### config.mk
export PLATFORM = sky130hd
export DESIGN_NAME = pvd_pair_embed
export DESIGN_NICKNAME = d
export VERILOG_FILES = /design/src/hw/rtl/pvd_pkg.sv /design/src/hw/rtl/pvd_pair_embed.sv /design/src/hw/rtl/pvd_calc.sv
export SDC_FILE = /design/constraint.sdc
export NUM_CORES = 1
export LEC_CHECK = 0
export BUFFER_PORTS_ARGS = -buffer_cell sky130_fd_sc_hd__buf_2
export CAP_MARGIN = 10
export CORE_ASPECT_RATIO = 0.75
export CORE_UTILIZATION = 25
export CTS_CLUSTER_SIZE = 28
export DETAILED_ROUTE_END_ITERATION = 6
export SYNTH_ARGS = -nofsm -noshare
export SYNTH_HDL_FRONTEND = slang
export SYNTH_HIERARCHICAL = 1
export SYNTH_SLANG_ARGS = --single-unit
### constraint.sdc
create_clock -name clk_i -period 8.7 [get_ports clk_i]
set_input_delay 1.74 -clock clk_i [delete_from_list [all_inputs] [get_ports clk_i]]
set_output_delay 1.74 -clock clk_i [all_outputs]
set_load 0.03 [all_outputs]
### src/hw/rtl/pvd_pkg.sv
// shared types, constants and range tables for the pixel pair embedder
// no dependencies

`default_nettype none

package pvd_pkg;

  localparam int PIX_W     = 8;
  localparam int WIN_W     = 7;
  localparam int CNT_W     = 3;
  localparam int RNG_W     = 3;
  localparam int PIXEL_MAX = 255;
  // signed working width for pixel plus or minus half a range
  localparam int SUM_W     = PIX_W + 2;

  typedef struct packed {
    logic [PIX_W-1:0] first_pixel;
    logic [PIX_W-1:0] second_pixel;
    logic [WIN_W-1:0] message_window;
    logic [CNT_W-1:0] message_count;
  } in_item_t;

  typedef struct packed {
    logic [PIX_W-1:0] first_out;
    logic [PIX_W-1:0] second_out;
    logic [CNT_W-1:0] bits_used;
  } out_item_t;

  // range of the absolute difference: 0-7, 8-15, 16-31, 32-63, 64-127, 128-255
  function automatic logic [RNG_W-1:0] range_sel(input logic [PIX_W-1:0] d);
    logic [RNG_W-1:0] r;
    if (d[7])      r = 3'd5;
    else if (d[6]) r = 3'd4;
    else if (d[5]) r = 3'd3;
    else if (d[4]) r = 3'd2;
    else if (d[3]) r = 3'd1;
    else           r = 3'd0;
    return r;
  endfunction

  function automatic logic [PIX_W-1:0] range_low(input logic [RNG_W-1:0] r);
    logic [PIX_W-1:0] v;
    case (r)
      3'd0:    v = 8'd0;
      3'd1:    v = 8'd8;
      3'd2:    v = 8'd16;
      3'd3:    v = 8'd32;
      3'd4:    v = 8'd64;
      default: v = 8'd128;
    endcase
    return v;
  endfunction

  function automatic logic [CNT_W-1:0] range_bits(input logic [RNG_W-1:0] r);
    logic [CNT_W-1:0] v;
    case (r)
      3'd0:    v = 3'd3;
      3'd1:    v = 3'd3;
      3'd2:    v = 3'd4;
      3'd3:    v = 3'd5;
      3'd4:    v = 3'd6;
      default: v = 3'd7;
    endcase
    return v;
  endfunction

  function automatic logic [PIX_W-1:0] clamp_pixel(input logic signed [SUM_W-1:0] v);
    logic [PIX_W-1:0] p;
    if (v < 0)                             p = '0;
    else if (v > $signed(SUM_W'(PIXEL_MAX))) p = PIX_W'(PIXEL_MAX);
    else                                   p = v[PIX_W-1:0];
    return p;
  endfunction

endpackage

`default_nettype wire

### src/hw/rtl/pvd_pair_embed.sv
// Pixel value differencing embedder for one channel of a horizontal pixel
// pair. Each transfer on the input side carries a pair and up to seven
// message bits; each transfer on the output side carries the new pair and
// the number of message bits it holds. One pair is taken per clock cycle when
// the output side keeps up. The pair is captured in the input register, goes
// through one stage of embed logic (difference, range lookup, split and
// saturate) and lands in the output register. Ready on the input side is low
// only when both registers hold an item and the output side stalls.
// depends on pvd_pkg and pvd_calc

`default_nettype none

module pvd_pair_embed (
  input  logic                      clk_i,
  input  logic                      rst_ni,
  input  logic                      in_valid_i,
  output logic                      in_ready_o,
  input  logic [pvd_pkg::PIX_W-1:0] first_pixel_i,
  input  logic [pvd_pkg::PIX_W-1:0] second_pixel_i,
  input  logic [pvd_pkg::WIN_W-1:0] message_window_i,
  input  logic [pvd_pkg::CNT_W-1:0] message_count_i,
  output logic                      out_valid_o,
  input  logic                      out_ready_i,
  output logic [pvd_pkg::PIX_W-1:0] first_out_o,
  output logic [pvd_pkg::PIX_W-1:0] second_out_o,
  output logic [pvd_pkg::CNT_W-1:0] bits_used_o
);

  logic                in_vld_q;
  pvd_pkg::in_item_t   in_q;
  pvd_pkg::in_item_t   in_d;
  logic                out_vld_q;
  pvd_pkg::out_item_t  out_q;
  pvd_pkg::out_item_t  res;
  logic                out_free;
  logic                in_free;

  assign out_free   = !out_vld_q || out_ready_i;
  assign in_free    = !in_vld_q || out_free;
  assign in_ready_o = in_free;

  assign in_d.first_pixel    = first_pixel_i;
  assign in_d.second_pixel   = second_pixel_i;
  assign in_d.message_window = message_window_i;
  assign in_d.message_count  = message_count_i;

  always_ff @(posedge clk_i or negedge rst_ni) begin
    if (!rst_ni) begin
      in_vld_q  <= 1'b0;
      out_vld_q <= 1'b0;
    end else begin
      if (in_free)  in_vld_q  <= in_valid_i;
      if (out_free) out_vld_q <= in_vld_q;
    end
  end

  always_ff @(posedge clk_i) begin
    if (in_free && in_valid_i) in_q  <= in_d;
    if (out_free && in_vld_q)  out_q <= res;
  end

  pvd_calc u_calc (
    .item_i (in_q),
    .res_o  (res)
  );

  assign out_valid_o  = out_vld_q;
  assign first_out_o  = out_q.first_out;
  assign second_out_o = out_q.second_out;
  assign bits_used_o  = out_q.bits_used;

endmodule

`default_nettype wire

### src/hw/rtl/pvd_calc.sv
// combinational embed of one pixel pair: range lookup, bit pick and split
// depends on pvd_pkg

`default_nettype none

module pvd_calc (
  input  pvd_pkg::in_item_t  item_i,
  output pvd_pkg::out_item_t res_o
);

  logic                              first_big;
  logic [pvd_pkg::PIX_W-1:0]         diff;
  logic [pvd_pkg::PIX_W-1:0]         big_pix;
  logic [pvd_pkg::PIX_W-1:0]         small_pix;
  logic [pvd_pkg::RNG_W-1:0]         rng;
  logic [pvd_pkg::PIX_W-1:0]         low;
  logic [pvd_pkg::CNT_W-1:0]         cap;
  logic [pvd_pkg::WIN_W-1:0]         mask;
  logic [pvd_pkg::WIN_W-1:0]         val;
  logic [pvd_pkg::PIX_W:0]           target_diff;
  logic signed [pvd_pkg::SUM_W-1:0]  delta;
  logic signed [pvd_pkg::SUM_W-1:0]  fl;
  logic signed [pvd_pkg::SUM_W-1:0]  ce;
  logic [pvd_pkg::PIX_W-1:0]         big_new;
  logic [pvd_pkg::PIX_W-1:0]         small_new;

  always_comb begin
    first_big = item_i.first_pixel >= item_i.second_pixel;
    big_pix   = first_big ? item_i.first_pixel : item_i.second_pixel;
    small_pix = first_big ? item_i.second_pixel : item_i.first_pixel;
    diff      = big_pix - small_pix;

    rng = pvd_pkg::range_sel(diff);
    low = pvd_pkg::range_low(rng);
    cap = pvd_pkg::range_bits(rng);

    // keep only the real message bits, msb first
    mask = ~({pvd_pkg::WIN_W{1'b1}} >> item_i.message_count);
    val  = (item_i.message_window & mask) >> (3'd7 - cap);

    target_diff = {1'b0, low} + {2'b00, val};
    delta       = $signed({1'b0, target_diff}) - $signed({2'b00, diff});
    // floor half, ceiling half
    fl = delta >>> 1;
    ce = delta - fl;

    big_new   = pvd_pkg::clamp_pixel($signed({2'b00, big_pix}) + ce);
    small_new = pvd_pkg::clamp_pixel($signed({2'b00, small_pix}) - fl);

    if (item_i.message_count == '0) begin
      res_o.first_out  = item_i.first_pixel;
      res_o.second_out = item_i.second_pixel;
      res_o.bits_used  = '0;
    end else begin
      res_o.first_out  = first_big ? big_new : small_new;
      res_o.second_out = first_big ? small_new : big_new;
      res_o.bits_used  = (item_i.message_count < cap) ? item_i.message_count : cap;
    end
  end

endmodule

`default_nettype wire

==> flow_metrics.tcl <==
set metrics [dict create \
    fmax_ghz 0.119 \
    yosysTopAreaCell "edfxtp_1" \
    ff_latch_area_um2 1400 \
    holdBufCountCts 0 \
    fillers 1867 \
    synthFlopType "edfxtp_1" \
    synth_most_common_cell "inv_1" \
    drt-initial-drc-count 332 \
    die-area_um2 18700 \
    root_buffer "clkbuf_16" \
    insertion_delay_ps 310 \
    ctsLongestPathBuffers 2 \
    syn_nets 567 \
    multi_input_area_um2 2990 \
    crit_required_ps 8860 \
    relSlewSlack_pct 25.0 \
    cts-htree-levels 2 \
    numCtsBuffers 5 \
    synth-edff-count 45 \
    slew_violations 0 \
    async_flop_share_pct 4.26 \
    hpwlAfterDp_mm 9.76 \
    grtUsageTotal_pct 13.4 \
    grt_max_degree 29 \
    antenna_found_initial 0 \
    overflow 0 \
    finClkSkew_ps 8.07 \
    setup_ws_ps 262 \
    clock_sinks 47 \
    yosys_warnings 6 \
    setup_viol 0 \
    start_util_pct 25.6 \
    syn_avg_cell_area_um2 9.42 \
    syn2layout_area_growth_pct 20.1 \
    die_w_um 158 \
    ant_nets 0 \
    netlist_area_um2 4540 \
    numPortBuffers 50 \
    detail_route.wl_per_cell_um 15.7 \
    r2r_setup_slack_ps 260 \
    fin_crit_sh_pct 97.0 \
    num_vias 3834 \
    place.gp.congestion 0.957 \
    path_clk_slew_ps 70 \
    syn-instance-count 482 \
    synth_seq_cells 47 \
    critPathLaunchType "flip-flop" \
    finalCriticalPeriod_ps 8440 \
    max_stage_delay_ps 680 \
    grt_pass1_wl_mm 18.8 \
    drcViolationCount 0 \
    rows 42 \
    synth_area_leaders "edfxtp_1, ha_1, fa_1, inv_1, xnor2_1" \
    hold_viol 0 \
    yosysSeqAreaShare_pct 30.9 \
    cp-end-kind "flip-flop" \
    setup.worst_path.class "reg -> reg" \
    status "completed" \
    io_pins 51 \
    critPathArrivalTime_ps 8600 \
    dp_slack_ps -84.9 \
    core_um2 17700 \
    crit_buf_inv 2 \
    drv_cap 0 \
    routed_via_density 4.84 \
    holdCritPathClass "reg -> reg" \
    yosysTopAreaCellShare_pct 29.8 \
    cpMaxStageDelayCell "or4b_2" \
    drive_above_1_share_pct 21.5 \
    crit_top_cell "ha_1" \
    finalWirelength_mm 12.4 \
    tightest_slew_ps 1120 \
    cp_top_family "compound AO/OA/AOI/OAI gates" \
    final_net_count 634 \
    first_pass_iters 5 \
    worstPathMaxFanout 6 \
    diodes 0 \
    cts_tree "yes" \
    grt_pass1_vias 3498 \
    synth_commonest_cells "inv_1, edfxtp_1, ha_1" \
    die-height_um 119 \
    synth_cell_type_count 70 \
]
[final cells by class]
| type | count | share of cell area, % |
|---|---|---|
| tap | 242 | 5.55 |
| clock inverter | 2 | 0.229 |
| sequential | 47 | 25.7 |
| multi-input combinational | 372 | 54.8 |
| clock buffer | 6 | 2.36 |
| timing repair buffer | 74 | 7.96 |
| inverter | 49 | 3.37 |
[metal layers]
metal / part of all wire, % / GRT usage [%] / vias up
li1: - / - / 1905
met3: 8.1 / 3.78 / 15
met4: 1.6 / 4.43 / 0
met2: 41 / 18.5 / 146
met5: 0 / 0 / -
met1: 50 / 19.7 / 1768
[metrics by stage]
stage	util [%]	area, um^2	hold slack, ps	instances	setup TNS [ps]
global placement	29.1	5160	545	777	0
finish	30.8	5460	554	792	0
global route	30.8	5460	578	792	-851
detailed placement	29.1	5160	553	777	-84.9
CTS	30.0	5310	567	785	0
floorplan	-	4540	511	482	0
[repair_timing]
action,4_1_cts,5_1_grt
buffers inserted,0,7
resized for setup,2,20
pin swaps,0,6
endpoints found under the setup margin,2,16
[state kept, by name, indices dropped and copies added, names as in the netlist]
register and cells:
first_out_o 8, in_q 26, bits_used_o 3, out_valid_o 1, in_vld_q 1, second_out_o 8
[layout by cell type (no fill, tap or decap), types with 3 or more instances in the layout]
cell type  instances
nor2_1            35
nand2b_1          10
clkbuf_16          5
o21ai_1            3
o31a_1             3
o22ai_2            4
buf_2             50
o22a_1             3
a21o_1            12
nor3_1             6
a211oi_1           4
mux2i_1           13
nor2b_1            7
nand2_1           37
and2_1             5
edfxtp_1          45
a21oi_1           25
xnor2_1           18
inv_1             48
xor2_1             9
o21bai_1           8
a21oi_2            4
o21a_1             7
a31oi_1            4
ha_1              43
fa_1              12
o41ai_1            3
o21ai_0           22
o21ai_2            3
mux2_2             3
o22ai_1            7
a2bb2oi_1          5
buf_4             23
a22oi_1            4
[worst paths after layout]
| check | start | end | cells after the start |
|---|---|---|---|
| min | in_vld_q$_DFFE_PN0P_ | out_valid_o$_DFFE_PN0P_ | 1 |
| min reg2reg | in_vld_q$_DFFE_PN0P_ | out_valid_o$_DFFE_PN0P_ | 1 |
| min in group asynchronous | rst_ni | in_vld_q$_DFFE_PN0P_ | 1 |
| max in group asynchronous | rst_ni | out_valid_o$_DFFE_PN0P_ | 1 |
| max reg2reg | in_q[20]$_DFFE_PP_ | first_out_o[4]$_DFFE_PP_ | 29 |
| max | in_q[20]$_DFFE_PP_ | first_out_o[4]$_DFFE_PP_ | 29 |
[cell families (layout without fill, tap and decap cells)]
logic type	Yosys count	after routing	synth area share (%)
compound gates	148	148	23.0
simple gates	120	120	12.7
buf+inv	63	131	5.51
fa+ha+maj	57	57	17.6
flops	47	47	30.9
xor+xnor	28	28	5.40
mux	19	19	4.93
Power is left out: the tool's default activity adds up to more than one toggle a clock period on the data nets, which glitch-free logic cannot reach.
